### src/rtl/fcl_ram.sv
module fcl_ram #(
    parameter int WIDTH = 16,
    parameter int DEPTH = 64
) (
    input  logic                                     i_clk,
    input  logic                                     i_we,
    input  logic [((DEPTH > 1) ? $clog2(DEPTH) : 1)-1:0] i_waddr,
    input  logic [WIDTH-1:0]                         i_wdata,
    input  logic [((DEPTH > 1) ? $clog2(DEPTH) : 1)-1:0] i_raddr,
    output logic [WIDTH-1:0]                         o_rdata
);

    logic [WIDTH-1:0] r_mem [DEPTH];
    logic [WIDTH-1:0] r_rdata;

    // one write port, one registered read port
    always_ff @(posedge i_clk) begin
        if (i_we) begin
            r_mem[i_waddr] <= i_wdata;
        end
        r_rdata <= r_mem[i_raddr];
    end

    assign o_rdata = r_rdata;

endmodule

### config.mk
export PLATFORM = sky130hd
export DESIGN_NAME = fcl_ram
export DESIGN_NICKNAME = d
export VERILOG_FILES = /design/src/rtl/fcl_ram.sv
export SDC_FILE = /design/constraint.sdc
export NUM_CORES = 1
export LEC_CHECK = 0
export BUFFER_PORTS_ARGS = -buffer_cell sky130_fd_sc_hd__buf_4
export CORE_ASPECT_RATIO = 1.1
export CORE_MARGIN = 1.5
export CORE_UTILIZATION = 61
export CTS_BUF_LIST = sky130_fd_sc_hd__clkbuf_8 sky130_fd_sc_hd__clkbuf_16
export CTS_CLUSTER_SIZE = 16
export DETAILED_ROUTE_END_ITERATION = 6
export PLACE_DENSITY = 0.77
export SLEW_MARGIN = 20
export SYNTH_ARGS = -nofsm -noshare
export SYNTH_HDL_FRONTEND = slang
export SYNTH_SLANG_ARGS = --single-unit
export TNS_END_PERCENT = 10
### constraint.sdc
create_clock -name i_clk -period 4.9 [get_ports i_clk]
set_input_delay 0.735 -clock i_clk [delete_from_list [all_inputs] [get_ports i_clk]]
set_output_delay 0.735 -clock i_clk [all_outputs]
set_load 0.05 [all_outputs]
After elaboration in Yosys (flattened, before gate mapping)
Memories as Yosys holds them, arrays and structs flattened. A register that Yosys moved wholly into a read port is not among the register bits.
Cells that the tools add are included.
- memories kept: 1
- input port bits: 30
- RAM bits: 1024
- logic and storage cells: 3
- flip-flop bits (word level): 0
- memories (memory ; words ; width ; read ports ; clocked after memory_dff ; wr ports ; RTL line ; text):
    r_mem ; 64 ; 16 ; 1 ; 1 ; 1 ; 13 ; logic [WIDTH-1:0] r_mem [DEPTH];
- mux-type cells: 2
- operators with widths (kind ; count):
    $mux 1 ; 2

Depth between registers and ports, before layout
- word-level depth: 2
- depth in mapped cells: 10

Least setup slack after synthesis
Ideal clock, no wire load.
- path kind: input to register
- start: input i_waddr[3] (netlist bit)
- end: memory r_mem[48][0] (enable)
- buffers on the path: 1
- arrival: 2361 ps
- slack: 2130 ps
- stages on the path: 4
- setup time: 409 ps
- cell sequence: clkbuf_1 > nor2b_1 > nand4b_1 > nor3_1
- RTL lines (element ; RTL line ; text):
    start, declared ; 7 ; input logic [((DEPTH > 1) ? $clog2(DEPTH) : 1)-1:0] i_waddr,
    end, declared ; 13 ;
Straight into the memory's write port.

==> metrics.md <==
| Metric | Value |
|---|---|
| Run status | `complete, no violations` |
| Instance count after placement with tap cells included | `2710` |
| Number of clock sinks | `1040` |
| Maximum achievable frequency | `344 MHz` |
| Minimum clock period | `2.90 ns` |
| Total setup buffers inserted after CTS | `0` |
| Detailed Place HPWL | `52.7 mm` |
| Worst stage delay on the critical path | `0.68 ns` |
| GR Overflow Total | `0` |
| Setup slack of the most critical reg-to-reg path | `2.71 ns` |
| Crit-path max FO | `95` |
| CP required | `5.39 ns` |
| Synth cell count leaders | `edfxtp_1 (1024), mux4_2 (220), mux2i_1 (85), nor2_1 (72), nand2_1 (59)` |
| Hold-fix buffer count after cts | `0` |
| Number of top-level pins | `46` |
| Cells after Synth | `1829` |
| Synth unique cells | `43` |
| Root buf cell | `clkbuf_16` |
| Slowest-stage cell, CP | `clkbuf_8` |
| Via count of the first global-routing pass | `19600` |
| Sum of routed wire length over all layers | `93.3 mm` |
| Hold Fails Final Rpt | `0` |
| Type of destination of the critical path | `register` |
| IR drop worst, VDD | `0.000287 V` |
| Final Worst Setup Slack | `2.00 ns` |
| Yosys Warn Count | `0` |
| Min-Delay Path Class | `primary input to register` |
| Worst setup path category | `primary input to register` |
| Fraction of registers with async set/reset | `0` |
| Critical-path cell list | `clkbuf_8 > buf_4 > mux4_2 > mux2i_1 > a22oi_1 > a31oi_1 > a311oi_1` |
| TritonCTS clock tree | `built` |
| Worst slack at placement | `1.45 ns` |
| Portion of the clock cycle consumed by the worst path in the final layout | `0.593` |
| Post-route antenna net violation count | `0` |
| Setup skew after layout | `0.0328 ns` |
| Slew at the pin with the worst max-slew slack | `1.06 ns` |
| Cts bufs inserted | `97` |
| DRC | `0` |
| Clk Latency, worst-skew pair | `0.66 ns` |
| GRT Resource Usage Total | `0.284` |
| Count of instances resized after the clock tree is built | `0` |
| Number of antenna violations at the first check in global routing | `3` |
| Vias per inst | `6.80` |
| Area delta synth->final | `11.4%` |
| PortBufs | `45` |
| Leakage power of the design | `14.3 nW` |
| Dominant cell type by area after synthesis | `edfxtp_1` |
| Worst path arrival time | `3.39 ns` |
| Die Y-Extent | `272 microns` |
| Drt wl/cell | `32.3 microns` |
| Ratio of cells with drive above 1 in the final layout | `0.259` |
| Final setup violation count | `0` |
| Clock H-tree levels | `3` |
| Initial core utilization | `0.616` |
| Floorplan die width | `247 microns` |
| Predominant post-synthesis flop cell | `edfxtp_1` |
| Via total after detailed routing | `19600` |
| Cell area after technology mapping | `0.0400 sq mm` |
| Synthesized net count | `1859` |
| Maximum number of pins on one net before global-route repair | `96` |
| Total of max-cap violations | `0` |
| Unrepaired setup endpoints after global routing | `no` |
| Synth top area share | `0.768` |
| Setup_tns | `0 ns` |
| Total count of max-transition violations in the final report | `0` |
| Final Wtd Congestion | `0.856` |
| Final cell count without fillers | `2886` |
| Average footprint of a synthesized cell | `21.9 sq um` |
| Count of routing violations after the opening detailed-route iteration | `2615` |
| Worst-path clk slew | `0.07 ns` |
| # rows | `98` |
| Number of enable-type register cells in the synthesized netlist | `1024` |
| Core region area | `0.0650 sq mm` |
| Register bit total from synthesis | `1040` |
| Slew headroom | `0.293` |
| Kind of start point of the critical path | `primary input` |
| Most repeated cell in the gate-level netlist after synthesis | `edfxtp_1` |
| Share of the yosys chip area belonging to registers | `0.776` |
| Fin nets | `1989` |
| Global-route wire length before repair | `135 mm` |
| Pwr Density | `408 mW/mm^2` |
| Length of the first detailed-routing pass in iterations | `7` |
| Full die area | `0.0672 sq mm` |
| Total of fill cells in the finished design | `3830` |
| Area contributors post-synth | `edfxtp_1 (77%), mux4_2 (12%), mux2i_1 (2.1%)` |
| Maximum clock insertion buffer count | `3` |
layer usage:
layer | up-vias | track usage | part of all wire
met5 | - | 0 | 0.00029
met4 | 4 | 0.118 | 0.043
met3 | 243 | 0.0495 | 0.098
met2 | 1252 | 0.458 | 0.50
met1 | 10200 | 0.390 | 0.36
li1 | 7917 | - | -
cell type report:
class | instances | area, sq um | share of cell area
antenna | 1 | 2.50 | 0.0000561
tap | 850 | 1060 | 0.0238
sequential | 1040 | 31100 | 0.697
clock inverter | 75 | 592 | 0.0133
clock buffer | 100 | 2500 | 0.0561
timing repair buffer | 135 | 1090 | 0.0245
multi-input combinational | 685 | 8270 | 0.185
placed cells by master, fill, tap and decap left out, types with 6 or more instances in the layout:
cell,synthesis,routed
a211o_1,8,8
a211oi_1,8,8
a21oi_1,17,17
a221o_1,6,6
a221oi_1,16,16
a22o_1,6,6
a22oi_1,39,39
a311oi_1,8,8
a31oi_1,8,8
buf_4,13,127
bufinv_16,0,10
clkbuf_16,0,100
clkinv_1,0,24
clkinv_2,0,18
dfxtp_1,16,16
edfxtp_1,1024,1024
inv_1,0,19
mux2_2,27,27
mux2i_1,85,85
mux4_2,220,220
nand2_1,59,59
nand3_1,24,24
nand4_1,12,12
nor2_1,72,69
nor2b_1,30,29
cells by family after synthesis:
family,share of synthesized area
buffers and inverters,0.0183
muxes,0.155
and+or+nand+nor,0.0265
AOI/OAI and AO/OA,0.0241
DFF,0.776
power breakdown:
part           switching, mW  internal (mW)
clock                   3.15           4.20
combinational          0.643          0.333
sequential            0.0362           9.85
worst max-delay path: cells and delay by family:
kind / cells / cell delay [ns]
AOI/OAI and AO/OA: 3 / 1.13
buffers and inverters: 2 / 1.12
muxes: 2 / 0.33
stage by stage:
| stage | util | area (sq um) | power [mW] | hold slack (ns) |
|---|---|---|---|---|
| after CTS | 0.686 | 44600 | 18.3 | 0.593 |
| after floorplan | - | 40000 | 10.6 | 0.750 |
| after global placement | 0.639 | 41500 | 11.0 | 0.817 |
| final | 0.686 | 44600 | 18.2 | 0.620 |
| after global routing | 0.686 | 44600 | 18.6 | 0.636 |
| after detailed placement | 0.639 | 41500 | 11.0 | 0.830 |
registers in the layout (all words and copies together) (netlist names):
register / cells
r_mem: 1024
o_rdata: 16
worst paths after layout:
| check | depth (start not counted) | from | end |
|---|---|---|---|
| worst max register to register | 5 | r_mem[7][3]$_DFFE_PP_ | o_rdata[3]$_DFF_P_ |
| worst min register to register | 5 | r_mem[62][2]$_DFFE_PP_ | o_rdata[2]$_DFF_P_ |
| worst min-delay path | 2 | i_waddr[2] | r_mem[49][5]$_DFFE_PP_ |
| worst max-delay path | 7 | i_raddr[2] | o_rdata[3]$_DFF_P_ |
Note: power is estimated with default switching activity, not from simulation.
