===== src/rtl/fcl_pkg.sv =====
package fcl_pkg;

    // word widths fixed by the interface
    localparam int DATA_W    = 16;
    localparam int FRAC_BITS = 12;
    localparam int ROW_W     = 6;
    localparam int COL_W     = 6;
    localparam int OP_W      = 2;
    localparam int CNT_W     = 7;
    localparam int CFG_IDX_W = 2;
    localparam int CFG_DAT_W = 7;

    // layer size
    localparam int MAX_IN  = 64;
    localparam int MAX_OUT = 64;
    localparam int IN_AW   = (MAX_IN > 1) ? $clog2(MAX_IN) : 1;

    // accumulator: full products plus growth over the columns plus bias headroom
    localparam int PROD_W = 2 * DATA_W;
    localparam int ACC_W  = PROD_W + IN_AW + 2;

    // operation codes
    localparam logic [OP_W-1:0] OP_WEIGHT  = 2'd0;
    localparam logic [OP_W-1:0] OP_BIAS    = 2'd1;
    localparam logic [OP_W-1:0] OP_FEATURE = 2'd2;

    // configuration register indexes
    localparam logic [CFG_IDX_W-1:0] CFG_IN_FEATURES  = 2'd0;
    localparam logic [CFG_IDX_W-1:0] CFG_OUT_FEATURES = 2'd1;
    localparam logic [CFG_IDX_W-1:0] CFG_USE_BIAS     = 2'd2;

    typedef logic signed [ACC_W-1:0] t_acc;

    // feature token passed from cell to cell
    typedef struct packed {
        logic              vld;
        logic              first;
        logic [COL_W-1:0]  col;
        logic [DATA_W-1:0] feat;
    } t_tok;

endpackage


===== src/rtl/fcl_ram.sv =====
module fcl_ram #(
    parameter int WIDTH = 16,
    parameter int DEPTH = 64
) (
    input  logic                                     i_clk,
    input  logic                                     i_we,
    input  logic [((DEPTH > 1) ? $clog2(DEPTH) : 1)-1:0] i_waddr,
    input  logic [WIDTH-1:0]                         i_wdata,
    input  logic [((DEPTH > 1) ? $clog2(DEPTH) : 1)-1:0] i_raddr,
    output logic [WIDTH-1:0]                         o_rdata
);

    logic [WIDTH-1:0] r_mem [DEPTH];
    logic [WIDTH-1:0] r_rdata;

    // one write port, one registered read port
    always_ff @(posedge i_clk) begin
        if (i_we) begin
            r_mem[i_waddr] <= i_wdata;
        end
        r_rdata <= r_mem[i_raddr];
    end

    assign o_rdata = r_rdata;

endmodule


===== src/rtl/fcl_cell.sv =====
module fcl_cell (
    input  logic                       i_clk,
    input  logic                       i_rst_n,
    input  fcl_pkg::t_tok              i_tok,
    output fcl_pkg::t_tok              o_tok,
    input  logic                       i_w_we,
    input  logic                       i_b_we,
    input  logic [fcl_pkg::COL_W-1:0]  i_wr_col,
    input  logic [fcl_pkg::DATA_W-1:0] i_wr_data,
    input  logic                       i_use_bias,
    input  logic                       i_shift,
    input  fcl_pkg::t_acc              i_next_acc,
    output fcl_pkg::t_acc              o_acc
);

    fcl_pkg::t_tok                     r_tok;
    logic [fcl_pkg::DATA_W-1:0]        w_rdata;
    logic [fcl_pkg::DATA_W-1:0]        r_bias;
    logic signed [fcl_pkg::PROD_W-1:0] r_prod;
    logic                              r_pvld;
    logic                              r_pfirst;
    fcl_pkg::t_acc                     r_acc;
    fcl_pkg::t_acc                     n_acc;
    fcl_pkg::t_acc                     acc_base;

    // this row's weights, one word per column
    fcl_ram #(
        .WIDTH (fcl_pkg::DATA_W),
        .DEPTH (fcl_pkg::MAX_IN)
    ) u_weights (
        .i_clk   (i_clk),
        .i_we    (i_w_we),
        .i_waddr (i_wr_col[fcl_pkg::IN_AW-1:0]),
        .i_wdata (i_wr_data),
        .i_raddr (i_tok.col[fcl_pkg::IN_AW-1:0]),
        .o_rdata (w_rdata)
    );

    // row bias
    always_ff @(posedge i_clk) begin
        if (i_b_we) begin
            r_bias <= i_wr_data;
        end
    end

    // token stage, lines up with the weight read
    always_ff @(posedge i_clk) begin
        if (!i_rst_n) begin
            r_tok.vld <= 1'b0;
        end else begin
            r_tok.vld <= i_tok.vld;
        end
        r_tok.first <= i_tok.first;
        r_tok.col   <= i_tok.col;
        r_tok.feat  <= i_tok.feat;
    end

    assign o_tok = r_tok;

    // product stage
    always_ff @(posedge i_clk) begin
        if (!i_rst_n) begin
            r_pvld <= 1'b0;
        end else begin
            r_pvld <= r_tok.vld;
        end
        r_pfirst <= r_tok.first;
        r_prod   <= $signed(r_tok.feat) * $signed(w_rdata);
    end

    // accumulate, or shift toward the output end of the row
    always_comb begin
        acc_base = '0;
        if (i_use_bias) begin
            acc_base = fcl_pkg::ACC_W'($signed(r_bias)) <<< fcl_pkg::FRAC_BITS;
        end
        n_acc = r_acc;
        if (i_shift) begin
            n_acc = i_next_acc;
        end else if (r_pvld) begin
            n_acc = (r_pfirst ? acc_base : r_acc) + fcl_pkg::ACC_W'(r_prod);
        end
    end

    always_ff @(posedge i_clk) begin
        if (!i_rst_n) begin
            r_acc <= '0;
        end else begin
            r_acc <= n_acc;
        end
    end

    assign o_acc = r_acc;

endmodule


===== config.mk =====
export PLATFORM = sky130hd
export DESIGN_NAME = fcl_cell
export DESIGN_NICKNAME = d
export VERILOG_FILES = /design/src/rtl/fcl_pkg.sv /design/src/rtl/fcl_ram.sv /design/src/rtl/fcl_cell.sv
export SDC_FILE = /design/constraint.sdc
export NUM_CORES = 2
export LEC_CHECK = 0
export BUFFER_PORTS_ARGS = -buffer_cell sky130_fd_sc_hd__buf_4
export CAP_MARGIN = 20
export CORE_MARGIN = 3
export CORE_UTILIZATION = 55
export DETAILED_ROUTE_END_ITERATION = 16
export HOLD_SLACK_MARGIN = 0.02
export MAX_ROUTING_LAYER = met4
export PLACE_DENSITY = 0.74
export SYNTH_ARGS = -nofsm -noshare
export SYNTH_HDL_FRONTEND = slang
export SYNTH_SLANG_ARGS = --single-unit

===== constraint.sdc =====
create_clock -name i_clk -period 7.2 [get_ports i_clk]
set_clock_uncertainty 0.05 [all_clocks]
set_input_delay 1.8 -clock i_clk [delete_from_list [all_inputs] [get_ports i_clk]]
set_output_delay 1.8 -clock i_clk [all_outputs]
set_load 0.01 [all_outputs]

# == After elaboration in Yosys (flattened, before gate mapping) ==
# Memory sizes are Yosys's and may differ from the RTL's. A register that Yosys moved wholly into a read port is not among the register bits.
# Index checks and enable logic that the tools add are counted.
# word_totals
register_bits,114
mem_bits_rw,1024
input_bits,92
output_inout_bits,64
elab_cells,19
memories,1
# op_classes
addsub,1
mul,1
n_mux,6
n_reduce_logical,1
# mem_list
name,depth,word_bits,read_ports,rd_ports_with_merged_regs,wr,line_no,source
u_weights.r_mem,64,16,1,1,1,fcl_ram.sv:13,logic [WIDTH-1:0] r_mem [DEPTH];
# op_table
cell,count
40-bit two-way mux,4
40-bit by 32-bit adder with 40-bit output,1
16-bit by 16-bit multiplier with 32-bit output,1
1-bit two-way mux,2
2-bit nonzero test,1

# == Longest topological paths before layout ==
# depth
word_depth,5
mapped_depth,24
depth_no_buf,23

# == Hierarchy ==
# Synthesis repeated with hierarchy kept, for this count alone.
# unflattened
cells_unflattened,3566
area_unflattened_um2,55761.0
# by_module_without_submodules
module,instances,cells_each,area_each_um2,seq_area_each_um2
fcl_ram,1,1829,40042.2,31069.8
fcl_cell,1,1737,15718.8,2442.3

# == Least setup slack after synthesis ==
# Ideal clock, no wire load.
# synth_path
path_type,register to register
from,register r_tok (netlist bit o_tok[11])
to,register r_prod[23] (netlist name)
setup_time_ps,72
arrival_ps,5859
required_ps,7078
slack_ps,1219
path_stages_with_launch,23
path_buffers,1
synth_period_minus_slack_ps,5981
cell_sequence,dfxtp_1 > clkbuf_1 > nand2_1 > fa_1 > fa_1 > fa_1 > inv_1 > fa_1 > fa_1 > inv_1 > fa_1 > inv_1 > ha_1 > a21o_1 > a21o_1 > a21o_1 > a31oi_1 > o21ai_0 > a21oi_1 > o21bai_1 > a21o_1 > a21oi_1 > xnor2_1
# synth_between
elab_chain_len,1
# synth_lines
element,line_no,source
from (decl),fcl_cell.sv:16,fcl_pkg::t_tok r_tok;
16-bit by 16-bit multiplier with 32-bit output,fcl_cell.sv:68,r_prod <= $signed(r_tok.feat) * $signed(w_rdata);
to (signal assigned),fcl_cell.sv:68,
to (decl),fcl_cell.sv:19,logic signed [fcl_pkg::PROD_W-1:0] r_prod;
# No other way between the ends.
# A chain may end at the register's enable or synchronous reset.

# == Final worst setup path ==
# layout_path
from,register r_tok (netlist bit o_tok[7])
to,register r_prod[23] (netlist name)
# The elaborated chain is that of the path after synthesis.

==> impl_metrics.yaml <==
synth:
  yosys_warnings: 0
  ys_seq_elements: 1154
  synth_edf_count: 1040
  synth_top_area_cell: "edfxtp_1"
  ys_seq_area_share_pct: 61.0
  synth_cells: 3285
  synth_top_area_share_pct: 56.8
  ys.flop_type: "edfxtp_1"
  ys_types: 59
  synth_nets: 3761
  async_flop_share_pct: 0
  synth_area_um2: 54900
  avgSynthCellArea_um2: 16.7
  synth_area_leaders: "edfxtp_1 57%, mux4_2 14%, fa_1 9.6%"
die:
  start_util_pct: 55.7
  die_w_um: 322
  core_area_um2: 98700
  io_pins: 156
  die_area_um2: 104000
  die_y_um: 322
  core.rowCount: 115
drt:
  drc_errors: 0
  vias: 29700
  drtIter0Drc: 3051
  first_pass_iters: 6
  ant_nets: 0
  vias_per_cell: 6.08
  wl_per_cell_um: 26.2
  wirelength_mm: 128
power:
  power_density_nw_per_um2: 494
  vdd_drop_max_mv: 1.30
  leakage_nw: 22.3
sta:
  tightest_slew_ps: 1040
  rsz0062_at_grt: "false"
  drv_slew: 0
  period_needed_ps: 6350
  final-setup-viol-count: 0
  final_hold_viol_count: 0
  finalCritPeriodShare_pct: 88.1
  max_slew_margin_pct: 30.9
  tns_ps: 0
  fmax_ghz: 0.158
clock_tree:
  tritoncts: "done"
  numCtsBuffers: 113
  root_buffer: "clkbuf_16"
  path_clk_slew_ps: 60
  clock_path_buffers: 3
  cts_resized: 0
  cts_hold_buf: 0
  cts_max_level: 3
  clk-insertion-delay-late_ps: 710
  cts_setup_buffers: 0
  cts.sinks: 1154
placement:
  gp_congestion: 0.926
  dp_hpwl_mm: 82.6
  io_buffers: 155
critical_path:
  slowest_stage: "dfxtp_1"
  crit_path_start_kind: "flip-flop"
  worstSetupEndpointType: "flip-flop"
  crit_path_frequent_cell: "fa_1"
  crit_type: "flip-flop to flip-flop"
  cp_max_fo: 17
  cp.arrival_ps: 6900
  path_cells: "and2_1 -> fa_1 -> inv_1 -> fa_1 -> fa_1 -> inv_1 -> fa_1 -> fa_1 -> inv_1 -> fa_1 -> inv_1 -> ha_1 -> a21o_1 -> a21o_1 -> a21o_1 -> a31oi_1 -> o21ai_0 -> a21oi_1 -> o21bai_1 -> a21o_1 -> a21oi_1 -> xnor2_1"
  crit_required_ps: 7750
  cpPeakStageDelay_ps: 770
layout:
  layout_common_cells: "1,040 x edfxtp_1, 336 x mux4_2, 313 x inv_1"
  fin_util_pct: 62.4
  drive_above_1_share_pct: 21.0
  nNetsFinal: 3973
  final_common_cell: "edfxtp_1"
  syn_to_final_growth_pct: 12.1
global_route:
  antenna_found_initial: 1
  grt_pass1_wl_mm: 195
  grt_max_degree: 86
  grt_overflow: 0
  gr-usage-all-layers_pct: 26.3
  grt_pass1_vias: 30800
job:
  cap_violations: 0
min_path:
  min_path_type: "flip-flop to flip-flop"
outcome:
  status: "finished clean"
## cell families (layout without fill, tap and decap cells)
| logic type | Yosys count | after routing | share of synthesized area [%] |
|---|---|---|---|
| other cells | 0 | 1 | 0 |
| mux | 349 | 349 | 14.0 |
| compound gates | 285 | 285 | 3.36 |
| buf+inv | 460 | 765 | 3.14 |
| flops | 1154 | 1154 | 61.0 |
| fa+ha+maj | 384 | 384 | 12.3 |
| simple gates | 583 | 583 | 5.04 |
| xor+xnor | 70 | 70 | 1.12 |
## state kept, by name, summed over array words and instances (netlist names)
register	flops
r_bias	16
o_tok	24
r_pfirst	1
u_weights.o_rdata	16
o_acc	40
u_weights.r_mem	1024
r_prod	32
r_pvld	1
## cell type report
class                      instances  area, um2
antenna                            1       2.50
clock buffer                     145       2980
clock inverter                    63        649
fill                            6980      37100
inverter                         313       1170
multi-input combinational       1671      19700
sequential                      1154      33500
tap                             1287       1610
timing repair buffer             244       1920
## metal layers
| metal | vias to the layer above | routed length [um] | track usage, % |
|---|---|---|---|
| met2 | 1268 | 64400 | 42.7 |
| met5 | - | 0 | - |
| met3 | 247 | 9290 | 3.98 |
| li1 | 12700 | - | - |
| met1 | 15500 | 49600 | 34.5 |
| met4 | 0 | 4700 | 9.13 |
## power breakdown
part	internal (W)	switching [W]
Clock	0.00325	0.00250
Combinational	0.00746	0.00920
Sequential	0.00778	0.000188
## cell usage after synthesis (15+ instances only)
cell and number:
xor2_1 18, and2_1 132, fa_1 263, a211oi_1 22, nor2b_1 20, nand2b_1 16
a21oi_1 91, xnor2_1 52, edfxtp_1 1040, ha_1 121, mux4_2 336, nand2_1 187
and3_1 15, buf_1 31, dfxtp_1 114, a21o_1 39, o21ai_0 61, nor2_1 154
inv_1 313, nand3_1 20, clkbuf_1 115
## per-stage QoR
| stage | setup WS (ps) | power (W) | area (um2) | std cells | hold WS [ps] |
|---|---|---|---|---|---|
| floorplan | 1220 | 0.0212 | 54900 | 3285 | 332 |
| global placement | 892 | 0.0249 | 57900 | 4669 | 295 |
| detailed placement | 836 | 0.0249 | 57900 | 4669 | 308 |
| CTS | 853 | 0.0308 | 61600 | 4877 | 318 |
| global route | 435 | 0.0333 | 61600 | 4878 | 320 |
| finish | 855 | 0.0304 | 61600 | 4878 | 313 |
## critical path: cells and delay by family, from the launching register on
kind	cells	cell delay, ps
AO/OA/AOI/OAI	9	1750
XOR/XNOR	1	130
adder cells (fa/ha/maj)	7	3130
buffers and inverters	4	220
flip-flops	1	770
AND/OR/NAND/NOR	1	260
## worst paths after layout
kind / cells past startpoint / endpoint / from / slack [ps]
max reg2reg: 22 / r_prod[23] / o_tok[7] / 850
max: 22 / r_prod[23] / o_tok[7] / 850
min reg2reg: 0 / r_pfirst / o_tok[22] / 310
min: 0 / r_pfirst / o_tok[22] / 310
Power figures use the tool's default switching activity.
